## config.mk

```make
export PLATFORM = sky130hd
export DESIGN_NAME = ttl_keyed_result_cache_flat
export DESIGN_NICKNAME = d
export VERILOG_FILES = /design/src/rtl/core/tkrc_pkg.sv /design/src/rtl/core/tkrc_if.sv /design/src/rtl/core/tkrc_cell.sv /design/src/rtl/core/ttl_keyed_result_cache.sv /design/src/flat_wrapper.sv
export SDC_FILE = /design/constraint.sdc
export NUM_CORES = 2
export LEC_CHECK = 0
export ABC_AREA = 1
export BUFFER_PORTS_ARGS = -buffer_cell sky130_fd_sc_hd__buf_2
export CORE_ASPECT_RATIO = 1.75
export CORE_MARGIN = 4
export CORE_UTILIZATION = 60
export DETAILED_ROUTE_END_ITERATION = 8
export PLACE_DENSITY = 0.74
export SLEW_MARGIN = 30
export SYNTH_ARGS = -nofsm -noshare
export SYNTH_HDL_FRONTEND = slang
export SYNTH_SLANG_ARGS = --single-unit
```

## constraint.sdc

```tcl
create_clock -name i_clk -period 27.5 [get_ports i_clk]
set_input_delay 5.5 -clock i_clk [delete_from_list [all_inputs] [get_ports i_clk]]
set_output_delay 5.5 -clock i_clk [all_outputs]
set_load 0.02 [all_outputs]
```

## src/rtl/core/tkrc_pkg.sv

```systemverilog
// Shared types and constants for the keyed TTL result cache.
package tkrc_pkg;

    localparam int ENTRIES_DEF = 4;
    localparam int SLOT_W      = 4;
    localparam int KEY_W       = 64;
    localparam int PAY_W       = 64;
    localparam int TIME_W      = 48;
    localparam int TTL_W       = 32;
    localparam int OP_W        = 2;

    localparam logic [TTL_W-1:0] TTL_RESET = 32'd300000;

    typedef enum logic [OP_W-1:0] {
        OP_LOOKUP = 2'd0,
        OP_STORE  = 2'd1,
        OP_CLEAR  = 2'd2
    } t_op;

    typedef enum logic [1:0] {
        ST_IDLE,
        ST_SCAN,
        ST_FINISH
    } t_state;

    // Search token handed from cell to cell
    typedef struct packed {
        logic              vld;
        logic [OP_W-1:0]   op;
        logic              skip;
        logic              found;
        logic              have_old;
        logic [SLOT_W-1:0] pick;
        logic [TIME_W-1:0] oldest;
        logic [KEY_W-1:0]  key;
        logic [TIME_W-1:0] now;
        logic [PAY_W-1:0]  hit_payload;
    } t_tok;

    // Entry update broadcast to every cell
    typedef struct packed {
        logic              en;
        logic              clr;
        logic [SLOT_W-1:0] slot;
        logic [KEY_W-1:0]  key;
        logic [PAY_W-1:0]  payload;
        logic [TIME_W-1:0] tstamp;
    } t_wr;

endpackage

```

## src/rtl/core/tkrc_if.sv

```systemverilog
// Handshake channel interfaces for the keyed TTL result cache.
interface tkrc_in_if;
    logic                          valid;
    logic                          ready;
    logic [tkrc_pkg::OP_W-1:0]     op;
    logic [tkrc_pkg::KEY_W-1:0]    key;
    logic [tkrc_pkg::PAY_W-1:0]    payload;
    logic [tkrc_pkg::TIME_W-1:0]   now_ms;

    modport source (output valid, op, key, payload, now_ms, input ready);
    modport sink   (input valid, op, key, payload, now_ms, output ready);
endinterface

interface tkrc_out_if;
    logic                          valid;
    logic                          ready;
    logic                          hit;
    logic [tkrc_pkg::PAY_W-1:0]    hit_payload;
    logic                          written;
    logic [tkrc_pkg::SLOT_W-1:0]   slot;

    modport source (output valid, hit, hit_payload, written, slot, input ready);
    modport sink   (input valid, hit, hit_payload, written, slot, output ready);
endinterface

interface tkrc_cfg_if;
    logic                          valid;
    logic                          ready;
    logic [tkrc_pkg::TTL_W-1:0]    data;

    modport source (output valid, data, input ready);
    modport sink   (input valid, data, output ready);
endinterface

```

## src/rtl/core/tkrc_cell.sv

```systemverilog
// One cache entry cell: holds an entry and advances the search token by one place.
module tkrc_cell #(
    parameter int IDX = 0
) (
    input  logic                        i_clk,
    input  logic                        i_rst_n,
    input  logic [tkrc_pkg::TTL_W-1:0]  i_ttl,
    input  tkrc_pkg::t_tok              i_tok,
    input  tkrc_pkg::t_wr               i_wr,
    output tkrc_pkg::t_tok              o_tok
);

    localparam logic [tkrc_pkg::SLOT_W-1:0] MY_SLOT = tkrc_pkg::SLOT_W'(IDX);

    logic                         r_vld;
    logic [tkrc_pkg::KEY_W-1:0]   r_key;
    logic [tkrc_pkg::PAY_W-1:0]   r_payload;
    logic [tkrc_pkg::TIME_W-1:0]  r_time;
    tkrc_pkg::t_tok               r_tok;
    tkrc_pkg::t_tok               n_tok;
    logic [tkrc_pkg::TIME_W-1:0]  age;
    logic                         match;
    logic                         fresh;

    assign age   = i_tok.now - r_time;
    assign match = r_vld && (r_key == i_tok.key);
    assign fresh = age < tkrc_pkg::TIME_W'(i_ttl);

    always_comb begin
        n_tok = i_tok;
        if (i_tok.vld && !i_tok.skip && !i_tok.found) begin
            case (i_tok.op)
                tkrc_pkg::OP_LOOKUP: begin
                    if (match && fresh) begin
                        n_tok.found       = 1'b1;
                        n_tok.pick        = MY_SLOT;
                        n_tok.hit_payload = r_payload;
                    end
                end
                tkrc_pkg::OP_STORE: begin
                    if (!r_vld || match) begin
                        n_tok.found = 1'b1;
                        n_tok.pick  = MY_SLOT;
                    end else if (!i_tok.have_old || (r_time < i_tok.oldest)) begin
                        n_tok.have_old = 1'b1;
                        n_tok.oldest   = r_time;
                        n_tok.pick     = MY_SLOT;
                    end
                end
                default: begin
                end
            endcase
        end
    end

    always_ff @(posedge i_clk) begin
        if (!i_rst_n) begin
            r_tok <= '0;
            r_vld <= 1'b0;
        end else begin
            r_tok <= n_tok;
            if (i_wr.clr) begin
                r_vld <= 1'b0;
            end else if (i_wr.en && (i_wr.slot == MY_SLOT)) begin
                r_vld <= 1'b1;
            end
        end
    end

    always_ff @(posedge i_clk) begin
        if (i_wr.en && !i_wr.clr && (i_wr.slot == MY_SLOT)) begin
            r_key     <= i_wr.key;
            r_payload <= i_wr.payload;
            r_time    <= i_wr.tstamp;
        end
    end

    assign o_tok = r_tok;

endmodule

```

## src/rtl/core/ttl_keyed_result_cache.sv

```systemverilog
// Top level of the keyed TTL result cache: controller, TTL register and cell chain.
// Path: head token register, cell chain registers, result register, output register.
// One item at a time, taken only when idle; the search token walks the cell chain.
// A stalled result is held in the output register while the next item is taken.
// Reset: synchronous, active low; clears all valid bits, sets TTL to 300000 ms.
module ttl_keyed_result_cache #(
    parameter int ENTRIES = tkrc_pkg::ENTRIES_DEF
) (
    input  logic        i_clk,
    input  logic        i_rst_n,
    tkrc_in_if.sink     i_in,
    tkrc_out_if.source  o_out,
    tkrc_cfg_if.sink    i_cfg
);

    tkrc_pkg::t_state             r_state;
    tkrc_pkg::t_state             n_state;
    logic [tkrc_pkg::TTL_W-1:0]   r_ttl;
    tkrc_pkg::t_tok               r_tok;
    tkrc_pkg::t_tok               n_tok;
    tkrc_pkg::t_tok               r_res;
    logic [tkrc_pkg::PAY_W-1:0]   r_payload;
    tkrc_pkg::t_tok               chain [ENTRIES+1];
    tkrc_pkg::t_wr                wr;

    logic                         r_out_vld;
    logic                         r_hit;
    logic [tkrc_pkg::PAY_W-1:0]   r_hit_payload;
    logic                         r_written;
    logic [tkrc_pkg::SLOT_W-1:0]  r_slot;

    logic                         in_xfer;
    logic                         res_load;
    logic                         res_hit;
    logic                         res_wen;

    assign in_xfer     = i_in.valid && i_in.ready;
    assign i_in.ready  = (r_state == tkrc_pkg::ST_IDLE);
    assign i_cfg.ready = 1'b1;

    always_comb begin
        n_tok          = '0;
        n_tok.vld      = in_xfer;
        n_tok.op       = i_in.op;
        n_tok.key      = i_in.key;
        n_tok.now      = i_in.now_ms;
        n_tok.skip     = (r_ttl == '0) &&
                         ((i_in.op == tkrc_pkg::OP_LOOKUP) || (i_in.op == tkrc_pkg::OP_STORE));
    end

    assign chain[0] = r_tok;

    for (genvar g = 0; g < ENTRIES; g++) begin : g_cell
        tkrc_cell #(
            .IDX (g)
        ) u_cell (
            .i_clk   (i_clk),
            .i_rst_n (i_rst_n),
            .i_ttl   (r_ttl),
            .i_tok   (chain[g]),
            .i_wr    (wr),
            .o_tok   (chain[g+1])
        );
    end

    assign res_hit = (r_res.op == tkrc_pkg::OP_LOOKUP) && r_res.found;
    assign res_wen = (r_res.op == tkrc_pkg::OP_STORE) && !r_res.skip &&
                     (r_res.found || r_res.have_old);

    always_comb begin
        n_state  = r_state;
        res_load = 1'b0;
        wr       = '0;
        wr.slot    = r_res.pick;
        wr.key     = r_res.key;
        wr.payload = r_payload;
        wr.tstamp  = r_res.now;
        unique case (r_state)
            tkrc_pkg::ST_IDLE: begin
                if (in_xfer) begin
                    n_state = tkrc_pkg::ST_SCAN;
                end
            end
            tkrc_pkg::ST_SCAN: begin
                if (chain[ENTRIES].vld) begin
                    n_state = tkrc_pkg::ST_FINISH;
                end
            end
            tkrc_pkg::ST_FINISH: begin
                if (!r_out_vld || o_out.ready) begin
                    res_load = 1'b1;
                    wr.en    = res_wen;
                    wr.clr   = (r_res.op == tkrc_pkg::OP_CLEAR);
                    n_state  = tkrc_pkg::ST_IDLE;
                end
            end
            default: begin
                n_state = tkrc_pkg::ST_IDLE;
            end
        endcase
    end

    always_ff @(posedge i_clk) begin
        if (!i_rst_n) begin
            r_state   <= tkrc_pkg::ST_IDLE;
            r_ttl     <= tkrc_pkg::TTL_RESET;
            r_tok     <= '0;
            r_out_vld <= 1'b0;
        end else begin
            r_state <= n_state;
            r_tok   <= n_tok;
            if (i_cfg.valid && i_cfg.ready) begin
                r_ttl <= i_cfg.data;
            end
            if (res_load) begin
                r_out_vld <= 1'b1;
            end else if (o_out.ready) begin
                r_out_vld <= 1'b0;
            end
        end
    end

    always_ff @(posedge i_clk) begin
        if (in_xfer) begin
            r_payload <= i_in.payload;
        end
        if ((r_state == tkrc_pkg::ST_SCAN) && chain[ENTRIES].vld) begin
            r_res <= chain[ENTRIES];
        end
        if (res_load) begin
            r_hit         <= res_hit;
            r_hit_payload <= res_hit ? r_res.hit_payload : '0;
            r_written     <= res_wen;
            r_slot        <= (res_hit || res_wen) ? r_res.pick : '0;
        end
    end

    assign o_out.valid       = r_out_vld;
    assign o_out.hit         = r_hit;
    assign o_out.hit_payload = r_hit_payload;
    assign o_out.written     = r_written;
    assign o_out.slot        = r_slot;

endmodule

```

## src/flat_wrapper.sv

```systemverilog
// flat-port wrapper written by rule: the top's interface ports become plain ports
module ttl_keyed_result_cache_flat 
#(
    parameter int ENTRIES = tkrc_pkg::ENTRIES_DEF
)
  (i_clk, i_rst_n, i_in_valid, i_in_op, i_in_key, i_in_payload, i_in_now_ms, i_in_ready, o_out_valid, o_out_hit, o_out_hit_payload, o_out_written, o_out_slot, o_out_ready, i_cfg_valid, i_cfg_data, i_cfg_ready);
  tkrc_in_if i_in_i ();
  tkrc_out_if o_out_i ();
  tkrc_cfg_if i_cfg_i ();
  input  logic i_clk;
  input  logic i_rst_n;
  input wire logic [$bits(i_in_i.valid)-1:0] i_in_valid;
  input wire logic [$bits(i_in_i.op)-1:0] i_in_op;
  input wire logic [$bits(i_in_i.key)-1:0] i_in_key;
  input wire logic [$bits(i_in_i.payload)-1:0] i_in_payload;
  input wire logic [$bits(i_in_i.now_ms)-1:0] i_in_now_ms;
  output wire logic [$bits(i_in_i.ready)-1:0] i_in_ready;
  output wire logic [$bits(o_out_i.valid)-1:0] o_out_valid;
  output wire logic [$bits(o_out_i.hit)-1:0] o_out_hit;
  output wire logic [$bits(o_out_i.hit_payload)-1:0] o_out_hit_payload;
  output wire logic [$bits(o_out_i.written)-1:0] o_out_written;
  output wire logic [$bits(o_out_i.slot)-1:0] o_out_slot;
  input wire logic [$bits(o_out_i.ready)-1:0] o_out_ready;
  input wire logic [$bits(i_cfg_i.valid)-1:0] i_cfg_valid;
  input wire logic [$bits(i_cfg_i.data)-1:0] i_cfg_data;
  output wire logic [$bits(i_cfg_i.ready)-1:0] i_cfg_ready;
  assign i_in_i.valid = i_in_valid;
  assign i_in_i.op = i_in_op;
  assign i_in_i.key = i_in_key;
  assign i_in_i.payload = i_in_payload;
  assign i_in_i.now_ms = i_in_now_ms;
  assign i_in_ready = i_in_i.ready;
  assign o_out_valid = o_out_i.valid;
  assign o_out_hit = o_out_i.hit;
  assign o_out_hit_payload = o_out_i.hit_payload;
  assign o_out_written = o_out_i.written;
  assign o_out_slot = o_out_i.slot;
  assign o_out_i.ready = o_out_ready;
  assign i_cfg_i.valid = i_cfg_valid;
  assign i_cfg_i.data = i_cfg_data;
  assign i_cfg_ready = i_cfg_i.ready;
  ttl_keyed_result_cache #(.ENTRIES(ENTRIES)) u_core (.i_clk(i_clk), .i_rst_n(i_rst_n), .i_in(i_in_i), .o_out(o_out_i), .i_cfg(i_cfg_i));
endmodule
```

# [Word-level counts from Yosys, hierarchy flattened]
# Index checks and enable logic that the tools add are counted.
[word_totals] elab_cells=252 out_inout_bits=73 input_bits=215 ff_bits=2066
[classes] order_cmp=8 mux=70 n_addsub=4 n_reduce_logical=74 eq_ne=19 n_bitwise=1
[ops] op="$mux W64" count=12
[ops] op="$mux W48" count=8
[ops] op="$eq A64 B64 Y1" count=4
[ops] op="$mux W54" count=4
[ops] op="$mux W53" count=4
[ops] op="$lt A48 B32 Y1" count=4
[ops] op="$sub A48 B48 Y48" count=4
[ops] op="$lt A48 B48 Y1" count=3
[ops] op="$lt A48 B48 Y1 const B" count=1
[ops] op="$logic_not A32 Y1" count=1
[ops] op="$mux W4" count=8
[ops] op="$pmux W4 S2" count=4
[ops] op="$logic_and A1 B1 Y1" count=31
[ops] op="$mux W1" count=20
[ops] op="$logic_not A1 Y1" count=17
[ops] op="$eq A2 B1 Y1 const B" count=7
[ops] op="$logic_not A2 Y1" count=7
[ops] op="$logic_or A1 B1 Y1" count=12
[ops] op="$mux W2" count=5
[ops] op="$eq A4 B2 Y1 const B" count=2
[ops] op="$pmux W1 S2" count=4
[ops] op="$pmux W2 S3" count=1
[ops] op="$eq A2 B2 Y1 const B" count=2
[ops] op="$eq A4 B1 Y1 const B" count=1
[ops] op="8 further kinds" count=10

# [Longest topological paths before layout]
[logic_depth] word_depth=8 mapped_depth=34 ltp_nobuf=32

# [Cells and area by module]
# From an unflattened synthesis, not the netlist that was laid out.
[hier_totals] cells_unflattened=11141 area_unflattened_um2=94957.3
[modules_own_cells] mod="tkrc_cell at u_core.g_cell[0].u_cell" seq_area_each_um2=9989.6 cells_each=2646 area_each_um2=20308.2 instances=1
[modules_own_cells] mod="tkrc_cell at u_core.g_cell[1].u_cell" seq_area_each_um2=9989.6 cells_each=2498 area_each_um2=20016.7 instances=1
[modules_own_cells] mod="tkrc_cell at u_core.g_cell[2].u_cell" seq_area_each_um2=9989.6 cells_each=2511 area_each_um2=19979.2 instances=1
[modules_own_cells] mod="tkrc_cell at u_core.g_cell[3].u_cell" seq_area_each_um2=9989.6 cells_each=2471 area_each_um2=19824.0 instances=1
[modules_own_cells] mod="ttl_keyed_result_cache" seq_area_each_um2=12602.1 cells_each=1015 area_each_um2=14829.2 instances=1

# [Least setup slack after synthesis]
# Ideal clock, no wire load.
[synth_timing] path_kind="input-to-reg" startpoint="in o_out_ready" endpoint="reg u_core.g_cell[1].u_cell.r_key[0] (netlist name) (enable)" slack_ns=5.780 path_buffers=0 path_stages=6 setup_time_ns=0.932 arrival_time_ns=20.788 t_required_ns=26.568 cell_sequence="nor2_1 -> nor2_1 -> inv_1 -> nor2_1 -> inv_1 -> nor3_1"
[synth_via] elab_chain_cells=6
[synth_rtl] item="start: declaration" line_no="flat_wrapper.sv:23" source="input wire logic [$bits(o_out_i.ready)-1:0] o_out_ready;"
[synth_rtl] item="$logic_or A1 B1 Y1 *" line_no="ttl_keyed_result_cache.sv:90" source="if (!r_out_vld || o_out.ready) begin"
[synth_rtl] item="$mux W2 *" line_no="ttl_keyed_result_cache.sv:90"
[synth_rtl] item="$mux W2 *" line_no="ttl_keyed_result_cache.sv:78" source="unique case (r_state)"
[synth_rtl] item="$logic_not A1 Y1" line_no="tkrc_cell.sv:71" source="if (i_wr.en && !i_wr.clr && (i_wr.slot == MY_SLOT)) begin"
[synth_rtl] item="$logic_and A1 B1 Y1 * (2 in a row)" line_no="tkrc_cell.sv:71"
[synth_rtl] item="end signal: assignment" line_no="tkrc_cell.sv:72" source="r_key <= i_wr.key;"
[synth_rtl] item="end: declaration" line_no="tkrc_cell.sv:16" source="logic [tkrc_pkg::KEY_W-1:0] r_key;"
# Mark *: on every way between the ends. The rest lies on a longest branch, timed or not.
# A chain may end at the register's enable or synchronous reset.

==> qor.yml <==
run_status:
  run_status: "completed"
worst_setup_path:
  crit_arrival_ns: 8.65
  critical_path_class: "input port to register"
  path_cells: "buf_8, buf_4, buf_4, buf_4, buf_16, o21ai_0, a21oi_1"
  cp_slowest_cell: "buf_4"
  required_ns: 28.27
  cp_common_cell: "buf_4"
  critPathMaxStageDelay_ns: 0.76
  start_kind: "input port"
  cp_max_fo: 110
  cp-end-kind: "register"
synth:
  ys_seq_area_share_pct: 58.63
  syn_inst: 9519
  synth_top_cell_area_share_pct: 35.00
  ys_ff_latch: 2051
  ys_top_cells_by_area: "edfxtp_1 (35%), dfxtp_1 (24%), nand2_1 (9.1%), inv_1 (8.0%), ha_1 (6.5%)"
  synth_cell_types: 51
  yosysTopAreaCell: "edfxtp_1"
  synth_warnings: 0
  avgSynthCellArea_sq_um: 9.184
  syn_area_sq_um: 87420
sta:
  hold_viol_final: 0
  fmax_ghz: 0.1269
  tns_ns: 0
  slew_headroom_pct: 30.38
  skew_ns: 0.07307
  timing.hold.ws_ns: 0.3898
  min_period_over_period_pct: 28.65
  min_period_ns: 7.878
  worst_pin_slew_ns: 1.033
  setup_viol: 0
  finalMaxSlewViolations: 0
  rsz0062_at_grt: "false"
pwr:
  p_leak_nw: 45.53
  powerDensity_nw_per_um2: 63.63
  total_power_w: 0.006179
  peakVddDrop_uv: 71.41
placed_design:
  placed_cell_area_sq_um: 90820
  place_inst: 11530
  place.gp.congestion: 1.111
  detailed_place_hpwl_microns: 206200
  port_buffers: 284
drt:
  drc_errors: 0
  antenna_left: 0
  vias: 64470
  via_per_inst: 5.428
  drt_iter0_drc: 4854
  drt_wl_total_microns: 280800
  first_pass_iters: 7
  wl_per_cell_microns: 23.64
finish:
  multi_input_area_sq_um: 28320
  nets: 10510
  fillCellCount: 11290
  syn2layout_area_growth_pct: 11.08
  drive_gt1_share_pct: 6.757
  fin_area_sq_um: 97110
  final_cells: 11880
  area.sequential_sq_um: 51260
clock_network:
  cts_made_buffers: 173
  cts-root-buf: "clkbuf_16"
  post_cts_buffers: 0
  clock-sinks: 2051
  ctsHoldBuffers: 0
  clkLatencyLatePin_ns: 0.85
  htreeDepth: 4
  ctsLongestPathBuffers: 3
  cts_resized: 0
  tritoncts: "built"
  clk_pin_slew_ns: 0.07
global_route:
  grt_max_degree: 215
  grt_pass1_wl_microns: 408200
  antenna_found_initial: 19
  overflow: 0
  grt_use_total_pct: 36.98
  grt_pass1_vias: 65560
floorplan:
  core_sq_um: 144900
  dieArea_sq_um: 152100
  die_w_microns: 296.6
  chipHeight_microns: 513.0
  ios: 288
  initial_core_util_pct: 60.33
  rows: 185
min_path:
  hold_path_class: "register to register"
flow_run:
  maxCapViolCount: 0
layout make-up:
type,count,share of cell area (%)
diodes,19,0.04896
clock buffers,240,5.000
clock inverters,88,1.260
inverters,1882,7.282
multi-input cells,5395,29.16
flip-flops and latches,2051,52.78
well taps,1870,2.409
repair buffers,334,2.055
flip-flops by register name (all words and copies together) (netlist names), 64 cells and up:
name                            flops
u_core.g_cell.u_cell.o_tok        877
u_core.g_cell.u_cell.r_key        256
u_core.g_cell.u_cell.r_payload    256
u_core.g_cell.u_cell.r_time       192
u_core.r_res                      183
u_core.chain                      116
u_core.o_out.hit_payload           64
u_core.r_payload                   64
final timing paths:
check	from	to	slack (ns)	depth (start not counted)
worst min register to register	u_core.g_cell[3].u_cell.o_tok[87]$_SDFF_PN0_	u_core.r_res[87]$_DFFE_PP_	0.39	0
worst max-delay path	i_rst_n	u_core.g_cell[1].u_cell.o_tok[205]$_SDFF_PN0_	19.62	7
worst min-delay path	u_core.g_cell[3].u_cell.o_tok[87]$_SDFF_PN0_	u_core.r_res[87]$_DFFE_PP_	0.39	0
worst max register to register	u_core.g_cell[1].u_cell.r_time[18]$_DFFE_PP_	u_core.g_cell[1].u_cell.o_tok[9]$_SDFF_PN0_	20.61	26
critical path: cells and delay by family:
family                 cells  cell delay (ns)
AOI/OAI and AO/OA          2             0.33
buffers and inverters      5             2.54
per-stage QoR:
step                      utilization, %  setup WS [ns]
final                              67.02          19.62
after global routing               66.99          19.49
after CTS                          66.87          19.54
after detailed placement           62.68          18.69
after global placement             62.64          18.79
after floorplan                        -          5.780
cells by family after synthesis:
logic type      Yosys count  share of synthesized area (%)
simple gates           3585                          16.23
buf+inv                2074                          9.081
flops                  2051                          58.63
compound gates         1030                          6.264
fa+ha+maj               457                          6.575
xor+xnor                320                          3.206
other cells               2                       0.008590
cell usage after synthesis, drive strengths merged:
master	count
nand2	2135
inv	1880
nor2	1069
dfxtp	1032
edfxtp	1019
a21oi	566
ha	453
o21ai	338
xor2	244
nand3	186
clkbuf	141
nand4	83
xnor2	76
nor3	64
buf	51
o21bai	30
o21a	23
nor4	20
a31oi	17
a21o	11
nand3b	11
a211oi	9
o211ai	9
and2	8
o221ai	7
o31ai	6
a21boi	5
fa	4
nor3b	4
o2111ai	4
or2	4
o21ba	3
clkinv	2
conb	2
and3b	1
o221a	1
o22ai	1
per-layer routing:
layer	part of all wire [%]	GRT usage [%]	vias up
met3	6.2	9.102	964
met5	0.016	0	-
met1	34	37.67	30560
li1	-	-	30530
met2	50	62.97	2411
met4	10	31.64	8
power by group:
part	internal [W]	switching, W	total [W]	leakage (nW)
logic	0.0000949	0.000213	0.000308	25.1
clock network	0.00145	0.00117	0.00261	2.94
registers	0.00322	0.0000345	0.00326	17.5
placed cells by master (no fill, tap or decap), types with 11 or more instances in the layout:
cell type	count
a31oi_1	17
a21oi_1	563
o21bai_1	29
inv_1	1863
nand3b_1	11
clkbuf_16	174
clkinv_1	16
xor2_1	244
buf_2	283
nor2_1	1050
nor2_2	17
nand2_1	2126
clkbuf_1	40
dfxtp_1	1032
nor3_1	56
xnor2_1	76
nand3_1	185
diode_2	19
edfxtp_1	1019
bufinv_16	20
clkinv_2	23
buf_4	33
o21ai_0	287
a21o_1	11
o21ai_1	50
nor4_1	19
clkbuf_8	25
ha_1	453
nand4_1	83
o21a_1	23
inv_2	16
Power figures use the tool's default switching activity.
